$ cat src/hw/rtl/cv_to_hue_brightness_mapper_macros.svh
// ----------------------------------------------------------------------------
// Assertion macros for the hue and brightness mapper
// Concurrent checks, clocked on the rising edge and disabled during reset.
// ----------------------------------------------------------------------------
`ifndef CV_TO_HUE_BRIGHTNESS_MAPPER_MACROS_SVH
`define CV_TO_HUE_BRIGHTNESS_MAPPER_MACROS_SVH

// Same-cycle implication.
`define CVHB_ASSERT_IMP(label, clk, rst_n, ante, cons, msg) \
  label: assert property (@(posedge clk) disable iff (!rst_n) (ante) |-> (cons)) \
    else $error(msg);

// Next-cycle implication.
`define CVHB_ASSERT_NEXT(label, clk, rst_n, ante, cons, msg) \
  label: assert property (@(posedge clk) disable iff (!rst_n) (ante) |=> (cons)) \
    else $error(msg);

`endif

$ cat src/hw/rtl/cvhb_pkg.sv
// ----------------------------------------------------------------------------
// cvhb_pkg
// Shared widths, constants and types of the hue and brightness mapper.
// ----------------------------------------------------------------------------
package cvhb_pkg;

  localparam int unsigned SampleW  = 10;
  localparam int unsigned SampleMax = 1023;
  localparam int unsigned HueW     = 8;
  localparam int unsigned ScaleW   = 2;
  localparam int unsigned BrightW  = 8;
  localparam int unsigned CfgIdxW  = 2;
  localparam int unsigned CfgDataW = 10;

  // Folding of the average into the hue range.
  localparam int unsigned FoldW       = 7;
  localparam int unsigned FoldQuoW    = 4;
  localparam int unsigned FoldRecipW  = 11;
  localparam int unsigned FoldShift   = 17;
  localparam logic [SampleW-1:0]    FoldMod     = 10'd70;
  localparam logic [FoldRecipW-1:0] FoldRecip   = 11'd1873;
  localparam logic [SampleW-1:0]    FoldLow     = 10'd5;
  localparam logic [SampleW-1:0]    FoldHigh    = 10'd65;
  localparam logic [FoldW-1:0]      FoldReplace = 7'd70;

  // Register reset values.
  localparam logic [HueW-1:0]    HueOffsetRst = 8'd40;
  localparam logic [ScaleW-1:0]  HueScaleRst  = 2'd2;
  localparam logic [SampleW-1:0] EnvFloorRst  = 10'd40;

  typedef enum logic [CfgIdxW-1:0] {
    RegHueOffset = 2'd0,
    RegHueScale  = 2'd1,
    RegEnvFloor  = 2'd2
  } cvhb_reg_e;

  typedef struct packed {
    logic [HueW-1:0]    hue_offset;
    logic [ScaleW-1:0]  hue_scale;
    logic [SampleW-1:0] envelope_floor;
  } cvhb_cfg_t;

endpackage

$ cat src/hw/rtl/cvhb_cell.sv
// ----------------------------------------------------------------------------
// cvhb_cell
// One window cell: holds a sample and passes it to its neighbor on a shift.
// ----------------------------------------------------------------------------
module cvhb_cell import cvhb_pkg::*; (
  input  logic               clk_i,
  input  logic               rst_ni,
  input  logic               shift_i,
  input  logic [SampleW-1:0] sample_i,
  output logic [SampleW-1:0] sample_o
);

  logic [SampleW-1:0] sample_q, sample_d;

  assign sample_d = shift_i ? sample_i : sample_q;
  assign sample_o = sample_q;

  always_ff @(posedge clk_i or negedge rst_ni) begin
    if (!rst_ni) begin
      sample_q <= '0;
    end else begin
      sample_q <= sample_d;
    end
  end

endmodule

$ cat src/hw/rtl/cvhb_window.sv
// ----------------------------------------------------------------------------
// cvhb_window
// Boxcar window as a chain of cells with a running total.
// ----------------------------------------------------------------------------
module cvhb_window import cvhb_pkg::*; #(
  parameter int unsigned WINDOW_LEN = 5
) (
  input  logic                                       clk_i,
  input  logic                                       rst_ni,
  input  logic                                       shift_i,
  input  logic [SampleW-1:0]                         sample_i,
  output logic [$clog2(SampleMax*WINDOW_LEN+1)-1:0]  total_o
);

  localparam int unsigned TotW = $clog2(SampleMax * WINDOW_LEN + 1);

  logic [SampleW-1:0] chain [WINDOW_LEN+1];
  logic [TotW-1:0]    total_q, total_d;

  assign chain[0] = sample_i;

  for (genvar g = 0; g < WINDOW_LEN; g++) begin : g_cell
    cvhb_cell u_cell (
      .clk_i    (clk_i),
      .rst_ni   (rst_ni),
      .shift_i  (shift_i),
      .sample_i (chain[g]),
      .sample_o (chain[g+1])
    );
  end

  // The sample leaving the last cell is the one that drops out of the window.
  always_comb begin
    total_d = total_q;
    if (shift_i) begin
      total_d = total_q - TotW'(chain[WINDOW_LEN]) + TotW'(sample_i);
    end
  end

  always_ff @(posedge clk_i or negedge rst_ni) begin
    if (!rst_ni) begin
      total_q <= '0;
    end else begin
      total_q <= total_d;
    end
  end

  assign total_o = total_q;

endmodule

$ cat config.mk
export PLATFORM = sky130hd
export DESIGN_NAME = cvhb_window
export DESIGN_NICKNAME = d
export VERILOG_FILES = /design/src/hw/rtl/cv_to_hue_brightness_mapper_macros.svh /design/src/hw/rtl/cvhb_pkg.sv /design/src/hw/rtl/cvhb_cell.sv /design/src/hw/rtl/cvhb_window.sv
export SDC_FILE = /design/constraint.sdc
export NUM_CORES = 1
export LEC_CHECK = 0
export ABC_AREA = 1
export BUFFER_PORTS_ARGS = -buffer_cell sky130_fd_sc_hd__buf_4
export CORE_MARGIN = 10
export CORE_UTILIZATION = 49
export CTS_CLUSTER_SIZE = 12
export DETAILED_ROUTE_END_ITERATION = 12
export PLACE_DENSITY = 0.67
export SYNTH_ARGS = -nofsm -noshare
export SYNTH_HDL_FRONTEND = slang
export SYNTH_SLANG_ARGS = --single-unit
$ cat constraint.sdc
create_clock -name clk_i -period 3.11 [get_ports clk_i]
set_input_delay 0.933 -clock clk_i [delete_from_list [all_inputs] [get_ports clk_i]]
set_output_delay 0.933 -clock clk_i [all_outputs]
set_load 0.01 [all_outputs]
==> flow_metrics.py <==
metrics = {
    "drt": {
        "vias_per_std_cell": 4.703,
        "postRouteAntennaNets": 0,
        "num_vias": 2577,
        "drt_first_iter_violations": 88,
        "detail_route.drc_violations": 0,
        "drt_first_pass_iters": 7,
        "routed_wire_length_per_instance_um": 11.88,
        "routed_wirelength_mm": 6.510,
    },
    "sta": {
        "report.final.slew_viol_count": 0,
        "setup-tns-final_ns": 0,
        "timing.fmax_mhz": 393.7,
        "finalCriticalPeriod_ns": 2.540,
        "grt_setup_unrepaired": "no",
        "fin_worst_skew_ns": 0.007020,
        "finalSetupViolCount": 0,
        "worst_tran_pin_value_ns": 0.7668,
        "timing.final.hold_violations": 0,
        "post-route-period-util_pct": 81.67,
        "timing.max_slew.rel_slack_pct": 48.88,
        "least_setup_slack_across_all_paths_after_layout_ns": 0.5700,
    },
    "logic_synthesis": {
        "syn_area_per_cell_um2": 7.721,
        "postSynthRegisterBits": 63,
        "synth.top_cell.area_share_pct": 46.61,
        "combined_area_of_all_synthesized_cells_um2": 3382,
        "synth_async_reset_ratio_pct": 100.0,
        "yosysUniqueCellTypes": 24,
        "synth_flop_cell": "sky130_fd_sc_hd__dfrtp_1",
        "yosys_warnings": 0,
        "syn_inst": 438,
        "netlist_top_cells_count": "sky130_fd_sc_hd__nand2_1 (199), sky130_fd_sc_hd__inv_1 (71), sky130_fd_sc_hd__dfrtp_1 (63)",
        "mappedNetlistNets": 474,
        "yosysTopAreaCell": "sky130_fd_sc_hd__dfrtp_1",
        "synthMostInstantiatedCell": "sky130_fd_sc_hd__nand2_1",
        "ys_seq_area_share_pct": 46.61,
        "synth_enable_flop_cells": 0,
        "area_contributors_post_synth": "sky130_fd_sc_hd__dfrtp_1 (47%), sky130_fd_sc_hd__nand2_1 (22%), sky130_fd_sc_hd__inv_1 (7.9%), sky130_fd_sc_hd__fa_1 (5.9%), sky130_fd_sc_hd__ha_1 (4.8%)",
    },
    "run": {
        "max-cap-violations": 0,
    },
    "worst_setup_path": {
        "reg2reg_from": "g_cell[4].u_cell.sample_o[0]",
        "cpMaxStageDelayCell": "sky130_fd_sc_hd__fa_1",
        "endpoint_kind": "register",
        "worst-r2r-cell-count": 12,
        "slowest_delay_ns": 0.47,
        "reg2reg_slack_ns": 0.86,
        "timing.critical_path.to": "total_o[8]",
        "timing.critical_path.from_type": "input port",
        "worst-path-max-fanout": 4,
        "timing.rr.end": "total_o[8]",
        "required_worst_endpoint_ns": 3.38,
        "critPathKind": "input port to register",
        "critPathLaunch": "sample_i[1]",
        "worst-endpoint-arrival_ns": 2.81,
        "timing.critical_path.cells": "buf_4, inv_1, fa_1, fa_1, inv_1, nand3_1, nand3_1, a21oi_1, nand2_1, nand2_1, o21ai_1",
    },
    "cts": {
        "cts_max_level": 3,
        "cts-root-to-sink-buffers": 2,
        "cts_resized": 0,
        "tritoncts_clock_tree": "yes",
        "clock_root_buffer": "sky130_fd_sc_hd__clkbuf_8",
        "path_clk_slew_ns": 0.07,
        "cts_hold_buf": 0,
        "num_clock_sinks": 63,
        "cts_made_buffers": 9,
        "clkLatencyLatePin_ns": 0.34,
        "post-cts-setup-buffer-count": 0,
    },
    "global_routing": {
        "grt_first_pass_wirelength_mm": 11.54,
        "grt_remaining_overflow": 0,
        "grt_use_total_pct": 13.74,
        "initial_antenna_violation_count": 0,
        "grt_pass1_vias": 2540,
        "grt_start_max_net_pins": 71,
    },
    "power_and_ir_drop": {
        "leakagePower_nw": 2.206,
        "power.density_cell_area_nw_per_um2": 980.2,
        "worst_ir_drop_vdd_v": 0.0003156,
    },
    "floorplanning": {
        "design.die.area_um2": 10630,
        "initial_utilization_pct": 50.06,
        "rows": 30,
        "die_height_um": 103.1,
        "ports": 26,
        "die_w_um": 103.1,
        "fp.coreArea_um2": 6756,
    },
    "final_layout": {
        "fin_area_um2": 3829,
        "fin_util_pct": 56.67,
        "post_route_cells_drive_above_1_share_pct": 10.26,
        "diodes": 0,
        "syn_to_final_growth_pct": 13.21,
        "nets": 499,
    },
    "outcome": {
        "run_status": "complete, no violations",
    },
    "placed_design": {
        "place_area_um2": 3637,
        "detailed_place_hpwl_mm": 4.491,
        "io_buffer_count": 25,
        "gp_congestion": 0.8770,
        "preCtsSetupSlack_ns": 0.2300,
    },
    "hold_path": {
        "hp-class": "register to register",
    },
}
layer usage:
metal  vias to the layer above  wire, um  track usage (%)
li1                       1365         -                -
met1                      1165      3274            17.23
met2                        33      2900            22.23
met3                        14       206            3.150
met4                         0       128            5.775
met5                         -         0                0
through the flow:
step	hold WS, ns	power (mW)	std cells
floorplan	0.4422	2.537	438
global placement	0.4535	3.015	532
detailed placement	0.4578	3.055	532
CTS	0.4733	3.775	548
global route	0.4962	4.162	548
finish	0.4696	3.753	548
worst min-delay path by stage:
stage / cells past startpoint / endpoint / startpoint / slack, ns
finish: 2 / g_cell[4].u_cell.sample_o[0] / g_cell[3].u_cell.sample_o[0] / 0.47
global route: 2 / g_cell[4].u_cell.sample_o[0] / g_cell[3].u_cell.sample_o[0] / 0.50
CTS: 2 / g_cell[4].u_cell.sample_o[0] / g_cell[3].u_cell.sample_o[0] / 0.47
detailed placement: 2 / g_cell[4].u_cell.sample_o[0] / g_cell[3].u_cell.sample_o[0] / 0.46
global placement: 2 / g_cell[2].u_cell.sample_o[5] / g_cell[2].u_cell.sample_o[5] / 0.45
floorplan: 2 / g_cell[0].u_cell.sample_o[0] / g_cell[0].u_cell.sample_o[0] / 0.44
layout make-up:
cell class                 instances  area (um^2)
fill                             636         2928
sequential                        63         1577
multi-input combinational        290         1475
inverter                          72        270.3
timing repair buffer              27        215.2
clock buffer                      13        148.9
tap                               80        100.1
clock inverter                     3        42.54
power by group:
group | internal [mW] | total (mW) | switching (mW)
Sequential | 0.989 | 1.11 | 0.118
Clock | 0.392 | 0.712 | 0.320
Combinational | 0.753 | 1.93 | 1.18
Total | 2.13 | 3.75 | 1.62
cell usage in the layout (no fill, tap or decap):
cell type and n:
sky130_fd_sc_hd__nand4_1 5, sky130_fd_sc_hd__xor2_1 1, sky130_fd_sc_hd__a21oi_1 6, sky130_fd_sc_hd__dfrtp_1 63, sky130_fd_sc_hd__buf_12 1, sky130_fd_sc_hd__buf_4 26, sky130_fd_sc_hd__nand3_2 1, sky130_fd_sc_hd__o22ai_1 1
sky130_fd_sc_hd__nand3b_1 2, sky130_fd_sc_hd__clkbuf_1 3, sky130_fd_sc_hd__inv_2 1, sky130_fd_sc_hd__nor2_2 3, sky130_fd_sc_hd__and2_1 1, sky130_fd_sc_hd__inv_1 71, sky130_fd_sc_hd__o21ai_1 1, sky130_fd_sc_hd__clkinv_2 1
sky130_fd_sc_hd__nand2_1 199, sky130_fd_sc_hd__nand2_2 3, sky130_fd_sc_hd__o21ai_0 17, sky130_fd_sc_hd__bufinv_16 1, sky130_fd_sc_hd__xnor2_1 1, sky130_fd_sc_hd__clkinvlp_4 1, sky130_fd_sc_hd__fa_1 10, sky130_fd_sc_hd__nand3_1 17
sky130_fd_sc_hd__clkbuf_8 10, sky130_fd_sc_hd__ha_1 13, sky130_fd_sc_hd__nor2_1 7, sky130_fd_sc_hd__nor3_1 2
registers in the layout, summed over array words and instances (netlist names):
signal,flops
total_o,13
g_cell.u_cell.sample_o,50
worst max-delay path, delay by kind of cell:
family,cells,cell delay [ns]
buf+inv,3,0.32
fa+ha+maj,2,0.92
simple gates,4,0.37
compound gates,2,0.28
logic make-up (layout without fill, tap and decap cells):
logic type,Yosys count,count (layout),synth area share (%)
flip-flops,63,63,46.61
AND/OR/NAND/NOR,240,240,28.64
buffers and inverters,85,115,9.767
adder cells (fa/ha/maj),23,23,10.73
AO/OA/AOI/OAI,25,25,3.737
XOR/XNOR,2,2,0.5180
No activity file was read; power rests on OpenSTA's default activity.
