--- config.mk ---
export PLATFORM = sky130hd
export DESIGN_NAME = cvhb_map
export DESIGN_NICKNAME = d
export VERILOG_FILES = /design/src/hw/rtl/cv_to_hue_brightness_mapper_macros.svh /design/src/hw/rtl/cvhb_pkg.sv /design/src/hw/rtl/cvhb_map.sv
export SDC_FILE = /design/constraint.sdc
export NUM_CORES = 1
export LEC_CHECK = 0
export BUFFER_PORTS_ARGS = -buffer_cell sky130_fd_sc_hd__buf_4
export CORE_UTILIZATION = 45
export CTS_CLUSTER_SIZE = 25
export DETAILED_ROUTE_END_ITERATION = 6
export PLACE_DENSITY = 0.73
export SLEW_MARGIN = 20
export SYNTH_ARGS = -nofsm -noshare
export SYNTH_HDL_FRONTEND = slang
export SYNTH_SLANG_ARGS = --single-unit
--- constraint.sdc ---
create_clock -name clk_i -period 6.85 [get_ports clk_i]
set_input_delay 0.685 -clock clk_i [delete_from_list [all_inputs] [get_ports clk_i]]
set_output_delay 0.685 -clock clk_i [all_outputs]
set_load 0.05 [all_outputs]
--- src/hw/rtl/cv_to_hue_brightness_mapper_macros.svh ---
// ----------------------------------------------------------------------------
// Assertion macros for the hue and brightness mapper
// Concurrent checks, clocked on the rising edge and disabled during reset.
// ----------------------------------------------------------------------------
`ifndef CV_TO_HUE_BRIGHTNESS_MAPPER_MACROS_SVH
`define CV_TO_HUE_BRIGHTNESS_MAPPER_MACROS_SVH

// Same-cycle implication.
`define CVHB_ASSERT_IMP(label, clk, rst_n, ante, cons, msg) \
  label: assert property (@(posedge clk) disable iff (!rst_n) (ante) |-> (cons)) \
    else $error(msg);

// Next-cycle implication.
`define CVHB_ASSERT_NEXT(label, clk, rst_n, ante, cons, msg) \
  label: assert property (@(posedge clk) disable iff (!rst_n) (ante) |=> (cons)) \
    else $error(msg);

`endif

--- src/hw/rtl/cvhb_pkg.sv ---
// ----------------------------------------------------------------------------
// cvhb_pkg
// Shared widths, constants and types of the hue and brightness mapper.
// ----------------------------------------------------------------------------
package cvhb_pkg;

  localparam int unsigned SampleW  = 10;
  localparam int unsigned SampleMax = 1023;
  localparam int unsigned HueW     = 8;
  localparam int unsigned ScaleW   = 2;
  localparam int unsigned BrightW  = 8;
  localparam int unsigned CfgIdxW  = 2;
  localparam int unsigned CfgDataW = 10;

  // Folding of the average into the hue range.
  localparam int unsigned FoldW       = 7;
  localparam int unsigned FoldQuoW    = 4;
  localparam int unsigned FoldRecipW  = 11;
  localparam int unsigned FoldShift   = 17;
  localparam logic [SampleW-1:0]    FoldMod     = 10'd70;
  localparam logic [FoldRecipW-1:0] FoldRecip   = 11'd1873;
  localparam logic [SampleW-1:0]    FoldLow     = 10'd5;
  localparam logic [SampleW-1:0]    FoldHigh    = 10'd65;
  localparam logic [FoldW-1:0]      FoldReplace = 7'd70;

  // Register reset values.
  localparam logic [HueW-1:0]    HueOffsetRst = 8'd40;
  localparam logic [ScaleW-1:0]  HueScaleRst  = 2'd2;
  localparam logic [SampleW-1:0] EnvFloorRst  = 10'd40;

  typedef enum logic [CfgIdxW-1:0] {
    RegHueOffset = 2'd0,
    RegHueScale  = 2'd1,
    RegEnvFloor  = 2'd2
  } cvhb_reg_e;

  typedef struct packed {
    logic [HueW-1:0]    hue_offset;
    logic [ScaleW-1:0]  hue_scale;
    logic [SampleW-1:0] envelope_floor;
  } cvhb_cfg_t;

endpackage

--- src/hw/rtl/cvhb_map.sv ---
// ----------------------------------------------------------------------------
// cvhb_map
// Pipeline from window total and envelope to level, hue and brightness.
// ----------------------------------------------------------------------------
module cvhb_map import cvhb_pkg::*; #(
  parameter int unsigned WINDOW_LEN = 5
) (
  input  logic                                      clk_i,
  input  logic                                      rst_ni,
  input  logic                                      adv_i,
  input  logic                                      fire_i,
  input  logic [SampleW-1:0]                        envelope_i,
  input  cvhb_cfg_t                                 cfg_i,
  input  logic [$clog2(SampleMax*WINDOW_LEN+1)-1:0] total_i,
  output logic                                      valid_o,
  output logic [SampleW-1:0]                        level_o,
  output logic [HueW-1:0]                           hue_o,
  output logic [BrightW-1:0]                        bright_o
);

  localparam int unsigned TotW       = $clog2(SampleMax * WINDOW_LEN + 1);
  localparam int unsigned RecipShift = TotW + $clog2(WINDOW_LEN);
  localparam int unsigned ProdW      = TotW + RecipShift + 1;
  // Rounded-up reciprocal of the window length; exact for every total.
  localparam logic [RecipShift:0] Recip = (RecipShift + 1)'(
    ((64'd1 << RecipShift) + 64'(WINDOW_LEN) - 64'd1) / 64'(WINDOW_LEN));
  localparam int unsigned FoldProdW  = SampleW + FoldRecipW;

  // Stage A: window total is valid, envelope gated.
  logic               va_q;
  logic [BrightW-1:0] bright_a_q;
  logic [SampleW-1:0] env_gated;

  // Stage B: average.
  logic               vb_q;
  logic [SampleW-1:0] avg_b_q;
  logic [BrightW-1:0] bright_b_q;
  logic [ProdW-1:0]   avg_prod;

  // Stage C: quotient of the average by the fold modulus.
  logic                vc_q;
  logic [SampleW-1:0]  avg_c_q;
  logic [FoldQuoW-1:0] quo_c_q;
  logic [BrightW-1:0]  bright_c_q;
  logic [FoldProdW-1:0] fold_prod;

  // Output stage.
  logic                     out_valid_q;
  logic [SampleW-1:0]       level_q;
  logic [HueW-1:0]          hue_q, hue_d;
  logic [BrightW-1:0]       bright_q;
  logic [SampleW-1:0]       quo_mul;
  logic [SampleW-1:0]       rem;
  logic [FoldW-1:0]         folded;
  logic [HueW:0]            hue_sum;
  logic [HueW+ScaleW:0]     hue_prod;

  assign env_gated = (envelope_i < cfg_i.envelope_floor) ? '0 : envelope_i;

  assign avg_prod = {{(RecipShift + 1){1'b0}}, total_i} * {{TotW{1'b0}}, Recip};

  assign fold_prod = {{FoldRecipW{1'b0}}, avg_b_q} * {{SampleW{1'b0}}, FoldRecip};

  always_comb begin
    quo_mul  = {{(SampleW - FoldQuoW){1'b0}}, quo_c_q} * FoldMod;
    rem      = avg_c_q - quo_mul;
    if (rem < FoldLow || rem > FoldHigh) begin
      folded = FoldReplace;
    end else begin
      folded = rem[FoldW-1:0];
    end
    hue_sum  = {{(HueW + 1 - FoldW){1'b0}}, folded} + {1'b0, cfg_i.hue_offset};
    hue_prod = {{ScaleW{1'b0}}, hue_sum} * {{(HueW + 1){1'b0}}, cfg_i.hue_scale};
    hue_d    = hue_prod[HueW-1:0];
  end

  always_ff @(posedge clk_i or negedge rst_ni) begin
    if (!rst_ni) begin
      va_q        <= 1'b0;
      vb_q        <= 1'b0;
      vc_q        <= 1'b0;
      out_valid_q <= 1'b0;
    end else if (adv_i) begin
      va_q        <= fire_i;
      vb_q        <= va_q;
      vc_q        <= vb_q;
      out_valid_q <= vc_q;
    end
  end

  always_ff @(posedge clk_i) begin
    if (adv_i) begin
      bright_a_q <= env_gated[SampleW-1 -: BrightW];
      avg_b_q    <= avg_prod[RecipShift +: SampleW];
      bright_b_q <= bright_a_q;
      avg_c_q    <= avg_b_q;
      quo_c_q    <= fold_prod[FoldShift +: FoldQuoW];
      bright_c_q <= bright_b_q;
      level_q    <= avg_c_q;
      hue_q      <= hue_d;
      bright_q   <= bright_c_q;
    end
  end

  assign valid_o  = out_valid_q;
  assign level_o  = level_q;
  assign hue_o    = hue_q;
  assign bright_o = bright_q;

endmodule

==> impl_metrics.sql, run 1 <==
INSERT INTO impl_metrics (metric_group, metric, value, unit) VALUES
('synth', 'count_of_flip_flops_with_a_built_in_enable_after_synthesis', '74', ''),
('critical_path', 'setup.worst_path.start', 'quo_c_q[2]', ''),
('flow_run', 'drv_cap', '0', ''),
('routing', 'routed_wl', '13100', 'um'),
('timing', 'max-slew-margin-rel', '36.3', '%'),
('floorplanning', 'die_w', '136', 'um'),
('cts', 'count_of_instances_resized_after_the_clock_tree_is_built', '0', ''),
('cts', 'clk_path_buf_depth', '2', ''),
('cts', 'cts_tree', 'yes', ''),
('critical_path', 'worstSetupPathType', 'reg -> reg', ''),
('finish', 'layout_commonest_cell', 'ha_1', ''),
('global_route', 'grt_pass1_vias', '5066', ''),
('finish', 'antenna_cells_inserted', '0', ''),
('cts', 'post_cts.repair.setup_buffers', '0', ''),
('synth', 'syn_area', '0.00807', 'mm2'),
('routing', 'drtIter0Drc', '170', ''),
('global_route', 'globalRoute.busiestLayer', 'met2', ''),
('synth', 'synth.area.top_cells', 'ha_1 (29%), edfxtp_1 (28%), fa_1 (17%)', ''),
('timing', 'drv_slew', '0', ''),
('timing', 'skew', '0.00956', 'ns'),
('timing', 'period_minus_slack', '5.91', 'ns'),
('critical_path', 'timing.critical_path.required', '6.93', 'ns'),
('cts', 'worstSkewPairLatency', '0.33', 'ns'),
('critical_path', 'crit_fanout', '4', ''),
('placed_design', 'place.gp.congestion', '0.837', ''),
('critical_path', 'cp-start-kind', 'register', ''),
('finish', 'syn_to_final_growth', '13.8', '%'),
('finish', 'final_core_util', '52.7', '%'),
('global_route', 'grt_antenna_before_repair', '0', ''),
('timing', 'hold_viol_final', '0', ''),
('timing', 'maxClockFrequency', '169', 'MHz'),
('floorplanning', 'core.rowCount', '48', ''),
('cts', 'cts_inserted_buffers', '9', ''),
('routing', 'drtAntennaViolNets', '0', ''),
('finish', 'final_cell_mix', 'ha_1 (187), inv_1 (131), edfxtp_1 (74)', ''),
('critical_path', 'arrival', '5.99', 'ns'),
('finish', 'layout.nets', '1088', ''),
('synth', 'mappedNetlistNets', '1004', ''),
('routing', 'drt_first_pass_iters', '4', ''),
('routing', 'drc', '0', ''),
('floorplanning', 'boundaryPins', '74', ''),
('timing', 'min_period_over_period', '86.3', '%'),
('cts', 'path_clk_slew', '0.06', 'ns'),
('hold_path', 'timing.hold.worst.class', 'in -> async', ''),
('synth', 'synth.ff_latch_count', '78', ''),
('floorplanning', 'die_y', '136', 'um'),
('floorplanning', 'design.core.area', '0.0174', 'mm2'),
('cts', 'cts.root.buffer_cell', 'clkbuf_16', ''),
('synth', 'synth.largest_area_cell', 'ha_1', ''),
('synth', 'synth.avg_cell_area', '11.5', 'um2'),
('routing', 'vias', '5003', ''),
('critical_path', 'worst_r2r_startpoint', 'quo_c_q[2]', ''),
('global_route', 'grt_util_met2', '28.6', '%'),
('placed_design', 'post-dp-hpwl', '11200', 'um'),
('cts', 'cts_num_sinks', '78', ''),
('run_status', 'outcome', 'completed', ''),
('global_route', 'grt_pass1_wl', '22600', 'um'),
('floorplanning', 'start_util', '46.3', '%'),
('floorplanning', 'dieArea', '0.0185', 'mm2'),
('global_route', 'met3_resource_use_gr', '1.79', '%'),
('synth', 'seq_area_frac_synth', '28.8', '%'),
('global_route', 'groute.usage.overall', '15.4', '%'),
('synth', 'synthCells', '700', ''),
('critical_path', 'worstSetupEndpointType', 'register', ''),
('cts', 'h_tree_levels', '3', ''),
('global_route', 'gr-usage-met1', '19.2', '%'),
('timing', 'unrepaired_setup_endpoints_after_global_routing', 'no', ''),
('global_route', 'grt_start_max_net_pins', '79', ''),
('routing', 'vias_per_cell', '4.93', ''),
('global_route', 'overflow', '0', ''),
('timing', 'worst_slew_pin_slew', '0.955', 'ns'),
('synth', 'yosys_warnings', '0', ''),
('synth', 'netlist-cell-type-count', '47', ''),
('synth', 'async_reset_ff_share', '5.13', '%'),
('placed_design', 'io_buffers', '73', ''),
('timing', 'setup_viol', '0', ''),
('synth', 'post-synth-top-area-fraction', '29.0', '%'),
('timing', 'totalNegativeSetupSlack', '0', 'ns'),
('cts', 'hold_buffers', '0', ''),
('routing', 'wire_per_inst', '12.9', 'um'),
('finish', 'post_route_cells_drive_above_1_share', '12.4', '%'),
('synth', 'synth_flop_cell', 'edfxtp_1', '');
## final timing paths
kind / end / slack [ns] / depth (start not counted)
max in group asynchronous: vc_q / 6.61 / 1
hold reg to reg: bright_o[2] / 0.41 / 0
hold / removal: vb_q / 0.14 / 1
setup reg to reg: hue_o[7] / 0.94 / 26
setup / recovery: hue_o[7] / 0.94 / 26
min in group clk_i: bright_o[2] / 0.41 / 0
## cells in the mapped netlist (6+ instances only)
library cell / count
inv_1: 131
xor2_1: 12
a21oi_1: 27
fa_1: 70
edfxtp_1: 74
nand3_1: 6
nor2b_1: 10
o21ai_0: 12
nor2_1: 25
a21o_1: 10
xnor2_1: 33
ha_1: 187
nand2_1: 19
and2_1: 18
## cell type report
type,instances,area [um2]
Clock buffer,9,225
Clock inverter,7,55.1
Fill cell,1493,8240
Inverter,131,492
Multi-Input combinational cell,491,5260
Sequential cell,78,2320
Tap cell,225,282
Timing Repair Buffer,73,548
## per-stage QoR
stage / hold WS, ns / area, um2 / setup WS, ns / instances
final: 0.139 / 9180 / 0.940 / 1014
after global routing: 0.131 / 9180 / 0.422 / 1014
after CTS: 0.131 / 9180 / 0.897 / 1014
after detailed placement: 0.405 / 8900 / 0.912 / 998
after global placement: 0.402 / 8900 / 1.06 / 998
after floorplan: 0.389 / 8070 / 1.41 / 700
## routing by layer
metal  vias up  wire length [um]  part of all wire [%]
li1       2568                 -                     -
met1      2344              5920                    45
met2        83              6690                    51
met4         0                79                  0.60
met5         -                 0                     0
met3         8               399                   3.0
## registers in the layout, indices dropped and copies added (netlist names)
| signal | count |
|---|---|
| avg_c_q | 10 |
| bright_o | 8 |
| vb_q | 1 |
| level_o | 10 |
| va_q | 1 |
| bright_a_q | 8 |
| vc_q | 1 |
| valid_o | 1 |
| avg_b_q | 10 |
| bright_b_q | 8 |
| hue_o | 8 |
| bright_c_q | 8 |
| quo_c_q | 4 |
## worst max-delay path, cell delays in order (launching register included)
cell and delay [ns]:
edfxtp_1 0.40, inv_1 0.08, ha_1 0.28, inv_1 0.04, ha_1 0.18, ha_1 0.33
a31oi_1 0.27, nor2b_1 0.08, o21ai_0 0.21, xnor2_1 0.10, ha_1 0.22, or4_1 0.48
o21ai_1 0.16, xnor2_1 0.08, a2bb2oi_1 0.18, nor4_1 0.36, ha_1 0.26, fa_1 0.43
and2_1 0.17, ha_1 0.20, fa_1 0.40, a21oi_1 0.14, nor2_1 0.05, nor2_1 0.15
o21ai_0 0.14, xnor2_1 0.19, xnor2_1 0.10
## kinds of logic after synthesis
kind of cell	Yosys count	synth area share [%]
adder cells (fa/ha/maj)	257	46.4
buffers and inverters	131	6.09
AND/OR/NAND/NOR	102	6.57
AO/OA/AOI/OAI	82	6.57
flip-flops	78	28.8
XOR/XNOR	45	4.88
multiplexers	5	0.729
Power of run 1 is left out: the tool's default activity adds up to more than one toggle a clock period on the data nets, which glitch-free logic cannot reach.
==> run 2, diff against run 1 <==
RECOVER_POWER = 100   (was unset)
==> run 2 against run 1 <==
The run now ends with capacitance limit, slew limit left. Non-clock buffer count unchanged. Clock-buffer cell count unchanged. Die area unchanged. Utilization fell by 0.68 points. Clock skew barely moved. Hold slack improved by 0.032 ns. Critical path depth increased by 1. Cell count stayed put. Global-route usage stayed put. Final area fell by 1.3%. Routed wire length is 0.25% higher. Sequential share of layout area increased by 0.33 points.
==> impl_metrics.sql, run 2 (synthesis gave the netlist of run 1 again) <==
INSERT INTO impl_metrics (metric_group, metric, value, unit) VALUES
('run_status', 'outcome', 'complete, but fails checks', ''),
('run_status', 'violations', 'capacitance limit, slew limit', ''),
('cts', 'clk_path_buf_depth', '2', ''),
('timing', 'worst_slew_pin_slew', '3.94', 'ns'),
('critical_path', 'arrival', '6.04', 'ns'),
('critical_path', 'crit_fanout', '4', ''),
('timing', 'min_period_over_period', '87.0', '%'),
('timing', 'totalNegativeSetupSlack', '0', 'ns'),
('placed_design', 'place.gp.congestion', '0.837', ''),
('routing', 'routed_wl', '13100', 'um'),
('cts', 'worstSkewPairLatency', '0.34', 'ns'),
('cts', 'h_tree_levels', '3', ''),
('critical_path', 'worstSetupEndpointType', 'register', ''),
('cts', 'post_cts.repair.setup_buffers', '0', ''),
('cts', 'hold_buffers', '0', ''),
('routing', 'wire_per_inst', '12.9', 'um'),
('global_route', 'grt_pass1_wl', '22600', 'um'),
('floorplanning', 'design.core.area', '0.0174', 'mm2'),
('critical_path', 'timing.critical_path.required', '6.93', 'ns'),
('timing', 'hold_viol_final', '0', ''),
('placed_design', 'io_buffers', '73', ''),
('critical_path', 'worstSetupPathType', 'reg -> reg', ''),
('routing', 'drtAntennaViolNets', '0', ''),
('flow_run', 'drv_cap', '1', ''),
('critical_path', 'cp-start-kind', 'register', ''),
('finish', 'final_cell_mix', 'ha_1 (187), inv_1 (131), edfxtp_1 (74)', ''),
('placed_design', 'post-dp-hpwl', '11200', 'um'),
('cts', 'cts_num_sinks', '78', ''),
('timing', 'period_minus_slack', '5.96', 'ns'),
('floorplanning', 'core.rowCount', '48', ''),
('timing', 'setup_viol', '0', ''),
('routing', 'drt_first_pass_iters', '4', ''),
('critical_path', 'worst_r2r_startpoint', 'quo_c_q[2]', ''),
('timing', 'unrepaired_setup_endpoints_after_global_routing', 'no', ''),
('timing', 'max-slew-margin-rel', '-163', '%'),
('critical_path', 'cp_slowest_cell', 'or4_1', ''),
('critical_path', 'setup.worst_path.start', 'quo_c_q[2]', ''),
('cts', 'cts_inserted_buffers', '9', ''),
('global_route', 'grt_antenna_before_repair', '0', ''),
('timing', 'drv_slew', '79', ''),
('routing', 'vias_per_cell', '4.94', ''),
('timing', 'skew', '0.00943', 'ns'),
('routing', 'drc', '0', ''),
('cts', 'cts_tree', 'yes', ''),
('routing', 'drtIter0Drc', '141', ''),
('finish', 'post_route_cells_drive_above_1_share', '8.49', '%'),
('critical_path', 'worst-r2r-setup-slack', '0.89', 'ns'),
('finish', 'antenna_cells_inserted', '0', ''),
('floorplanning', 'dieArea', '0.0185', 'mm2'),
('cts', 'path_clk_slew', '0.06', 'ns'),
('floorplanning', 'die_y', '136', 'um'),
('hold_path', 'timing.hold.worst.class', 'in -> async', ''),
('floorplanning', 'start_util', '46.3', '%'),
('critical_path', 'crit-reg2reg-capture', 'hue_o[7]', ''),
('finish', 'layout.nets', '1088', ''),
('cts', 'count_of_instances_resized_after_the_clock_tree_is_built', '0', ''),
('critical_path', 'timing.reg2reg.worst_path_depth', '27', ''),
('global_route', 'groute.usage.overall', '15.4', '%'),
('finish', 'layout_commonest_cell', 'ha_1', ''),
('global_route', 'overflow', '0', ''),
('global_route', 'grt_start_max_net_pins', '79', ''),
('timing', 'maxClockFrequency', '168', 'MHz'),
('floorplanning', 'boundaryPins', '74', ''),
('critical_path', 'cp_common_cell', 'ha_1', ''),
('floorplanning', 'die_w', '136', 'um'),
('routing', 'vias', '5005', ''),
('global_route', 'grt_pass1_vias', '5066', ''),
('finish', 'syn_to_final_growth', '12.3', '%'),
('cts', 'cts.root.buffer_cell', 'clkbuf_16', ''),
('critical_path', 'critical-path-max-stage-delay', '0.47', 'ns');
==> run 2: cell types whose count changed in the layout (fill, tap and decap cells not counted), sizes merged <==
cell,delta
clkbuf,+31
buf,-31
==> run 2: how the worst max path moves through the flow <==
stage	to	slack, ns	cells past startpoint
finish	hue_o[7]	0.89	27
global route	hue_o[7]	0.36	27
CTS	hue_o[7]	0.90	26
detailed placement	hue_o[7]	0.91	26
global placement	hue_o[7]	1.06	26
floorplan	hue_o[7]	1.41	27
==> run 2: through the flow <==
stage / hold slack [ns] / cells / worst slack, ns / util (%) / area [um2]
after floorplan: 0.389 / 700 / 1.41 / - / 8070
after global placement: 0.402 / 998 / 1.06 / 51.1 / 8900
after detailed placement: 0.405 / 998 / 0.912 / 51.1 / 8900
after CTS: 0.131 / 1014 / 0.897 / 52.7 / 9180
after global routing: 0.184 / 1014 / 0.357 / 52.0 / 9060
final: 0.170 / 1014 / 0.890 / 52.0 / 9060
==> run 2: metal layers <==
layer  wire length (um)  vias to the layer above  part of all wire [%]  track usage [%]
met5                  0                        -                     0                0
met4                116                        0                  0.88             3.15
met3                436                       11                   3.3             1.79
met2               6710                       74                    51             28.6
met1               5860                     2354                    45             19.2
li1                   -                     2566                     -                -
==> run 2: cell type report <==
type | instances | area, um2
Tap cell | 225 | 282
Inverter | 131 | 492
Clock buffer | 9 | 225
Timing Repair Buffer | 73 | 435
Fill cell | 1527 | 8360
Sequential cell | 78 | 2320
Clock inverter | 7 | 55.1
Multi-Input combinational cell | 491 | 5250
==> run 2: critical path, delay by kind of cell (launching register included) <==
kind	cells	cell delay [ns]
adder cells (fa/ha/maj)	7	1.96
AND/OR/NAND/NOR	4	0.83
buffers and inverters	2	0.12
AO/OA/AOI/OAI	9	1.78
flip-flops	1	0.40
XOR/XNOR	5	0.63
Power of run 2 is left out for the same reason.
==> run 3, diff against run 2 <==
CELL_PAD_IN_SITES_DETAIL_PLACEMENT = 2   (was unset)
CELL_PAD_IN_SITES_GLOBAL_PLACEMENT = 2   (was unset)
CORE_UTILIZATION = 42   (was 45)
PLACE_DENSITY = 0.93   (was 0.73)
==> run 3 against run 2 <==
The run still ends with capacitance limit, slew limit left. Register-to-register slack worse by 0.48 ns. Non-clock buffer count unchanged. Flip-flop and latch count unchanged. Final area increased by 0.26%. Routed wire length is 83% higher. Utilization shrank 3.6 points. Clock skew grew 0.0032 ns. Largest cell class unchanged. Hold slack worse by 0.014 ns. Critical path depth increased by 2. Via count increased by 11%. Critical path type unchanged. Die area increased by 7.0%.
==> impl_metrics.sql, run 3 (synthesis gave the netlist of run 1 again) <==
INSERT INTO impl_metrics (metric_group, metric, value, unit) VALUES
('run_status', 'outcome', 'complete, but fails checks', ''),
('run_status', 'violations', 'capacitance limit, slew limit', ''),
('critical_path', 'worst_r2r_startpoint', 'quo_c_q[2]', ''),
('hold_path', 'timing.hold.worst.class', 'in -> async', ''),
('critical_path', 'arrival', '6.55', 'ns'),
('critical_path', 'timing.reg2reg.worst_path_depth', '29', ''),
('critical_path', 'worstSetupPathType', 'reg -> reg', ''),
('critical_path', 'path_delay_family', 'adder cells', ''),
('critical_path', 'critical-path-max-stage-delay', '0.47', 'ns'),
('timing', 'setup_viol', '0', ''),
('critical_path', 'timing.critical_path.required', '6.96', 'ns'),
('critical_path', 'crit_fanout', '4', ''),
('floorplanning', 'core.rowCount', '50', ''),
('cts', 'cts_num_sinks', '78', ''),
('floorplanning', 'boundaryPins', '74', ''),
('cts', 'hold_buffers', '0', ''),
('cts', 'cts_tree', 'yes', ''),
('cts', 'h_tree_levels', '3', ''),
('cts', 'path_clk_slew', '0.07', 'ns'),
('placed_design', 'place.gp.congestion', '0.806', ''),
('routing', 'drtIter0Drc', '204', ''),
('critical_path', 'cp_slowest_cell', 'or4_1', ''),
('finish', 'layout.nets', '1088', ''),
('finish', 'fillCellCount', '1904', ''),
('global_route', 'groute.usage.overall', '25.6', '%'),
('placed_design', 'post-dp-hpwl', '19000', 'um'),
('cts', 'cts.root.buffer_cell', 'clkbuf_16', ''),
('critical_path', 'worstSetupEndpointType', 'register', ''),
('global_route', 'grt_pass1_vias', '6773', ''),
('finish', 'antenna_cells_inserted', '0', ''),
('timing', 'skew', '0.0126', 'ns'),
('critical_path', 'setup.worst_path.start', 'quo_c_q[2]', ''),
('timing', 'hold_viol_final', '0', ''),
('cts', 'count_of_instances_resized_after_the_clock_tree_is_built', '0', ''),
('cts', 'clk_path_buf_depth', '2', ''),
('cts', 'cts_inserted_buffers', '9', ''),
('placed_design', 'io_buffers', '73', ''),
('global_route', 'grt_pass1_wl', '37600', 'um'),
('routing', 'drtAntennaViolNets', '0', ''),
('timing', 'maxClockFrequency', '155', 'MHz'),
('cts', 'post_cts.repair.setup_buffers', '0', ''),
('global_route', 'grt_antenna_before_repair', '0', ''),
('floorplanning', 'design.core.area', '0.0188', 'mm2'),
('timing', 'max-slew-margin-rel', '-194', '%'),
('timing', 'min_period_over_period', '94.0', '%'),
('timing', 'period_minus_slack', '6.44', 'ns'),
('flow_run', 'drv_cap', '1', ''),
('timing', 'worst_slew_pin_slew', '4.41', 'ns'),
('global_route', 'overflow', '0', ''),
('timing', 'unrepaired_setup_endpoints_after_global_routing', 'no', ''),
('timing', 'drv_slew', '79', ''),
('finish', 'syn_to_final_growth', '12.6', '%'),
('routing', 'routed_wl', '24000', 'um'),
('timing', 'totalNegativeSetupSlack', '0', 'ns'),
('critical_path', 'cp_common_cell', 'ha_1', ''),
('critical_path', 'critical_path.n_buffers_inverters', '3', ''),
('finish', 'final_cell_mix', 'ha_1 (187), inv_1 (131), edfxtp_1 (74)', ''),
('floorplanning', 'dieArea', '0.0198', 'mm2'),
('finish', 'post_route_cells_drive_above_1_share', '8.49', '%'),
('routing', 'vias_per_cell', '5.41', ''),
('critical_path', 'cp-start-kind', 'register', ''),
('finish', 'layout_commonest_cell', 'ha_1', ''),
('routing', 'wire_per_inst', '23.5', 'um'),
('routing', 'drt_first_pass_iters', '5', ''),
('critical_path', 'crit-reg2reg-capture', 'hue_o[7]', ''),
('floorplanning', 'start_util', '43.0', '%'),
('routing', 'drc', '0', ''),
('global_route', 'grt_start_max_net_pins', '79', ''),
('cts', 'worstSkewPairLatency', '0.35', 'ns'),
('floorplanning', 'die_w', '141', 'um'),
('floorplanning', 'die_y', '141', 'um'),
('routing', 'vias', '5536', ''),
('critical_path', 'worst-r2r-setup-slack', '0.41', 'ns');
==> run 3: cell count changes in the layout (fill, tap and decap cells not counted) <==
| cell | previous run | this run |
|---|---|---|
| clkinv_2 | 2 | 0 |
| inv_8 | 1 | 3 |
| and2_0 | 2 | 3 |
| and2_1 | 16 | 15 |
| clkinv_4 | 1 | 0 |
| inv_6 | 2 | 3 |
==> run 3: area by class of cell <==
cell class	instances	area (um2)	share of cell area [%]
flip-flops and latches	78	2320	25.6
inverters	131	492	5.41
repair buffers	73	435	4.79
clock buffers	9	225	2.48
multi-input cells	491	5250	57.8
well taps	234	293	3.22
clock inverters	7	67.6	0.744
==> run 3: worst max path at each step <==
stage	end	slack (ns)	depth (start not counted)
floorplan	hue_o[7]	1.41	27
global placement	hue_o[7]	0.97	26
detailed placement	hue_o[7]	0.59	29
CTS	hue_o[7]	0.50	29
global route	hue_o[7]	0.15	27
finish	hue_o[7]	0.41	29
==> run 3: metal layers <==
metal	part of all wire, %	wire length, um	track usage [%]	up-vias
met5	0	0	0	-
met4	3.5	828	9.78	0
met3	2.3	543	2.79	47
met2	58	14000	53.0	116
met1	36	8650	25.8	2814
li1	-	-	-	2559
==> run 3: stage by stage <==
step,instance area [um2],hold slack [ns],instances,util [%],setup slack (ns)
2_1_floorplan,8070,0.389,700,-,1.41
3_3_place_gp,8910,0.401,1007,47.5,0.968
3_5_place_dp,8910,0.407,1007,47.5,0.588
4_1_cts,9200,0.108,1023,49.0,0.504
5_1_grt,9080,0.162,1023,48.4,0.154
6_report,9080,0.156,1023,48.4,0.409
==> run 3: worst reg2reg max path, delay by kind of cell (launching register included) <==
kind / cells / cell delay, ns
AO/OA/AOI/OAI: 6 / 1.60
flip-flops: 1 / 0.40
XOR/XNOR: 5 / 0.68
buffers and inverters: 3 / 0.22
AND/OR/NAND/NOR: 8 / 1.27
adder cells (fa/ha/maj): 7 / 2.00
Power of run 3 is left out for the same reason.
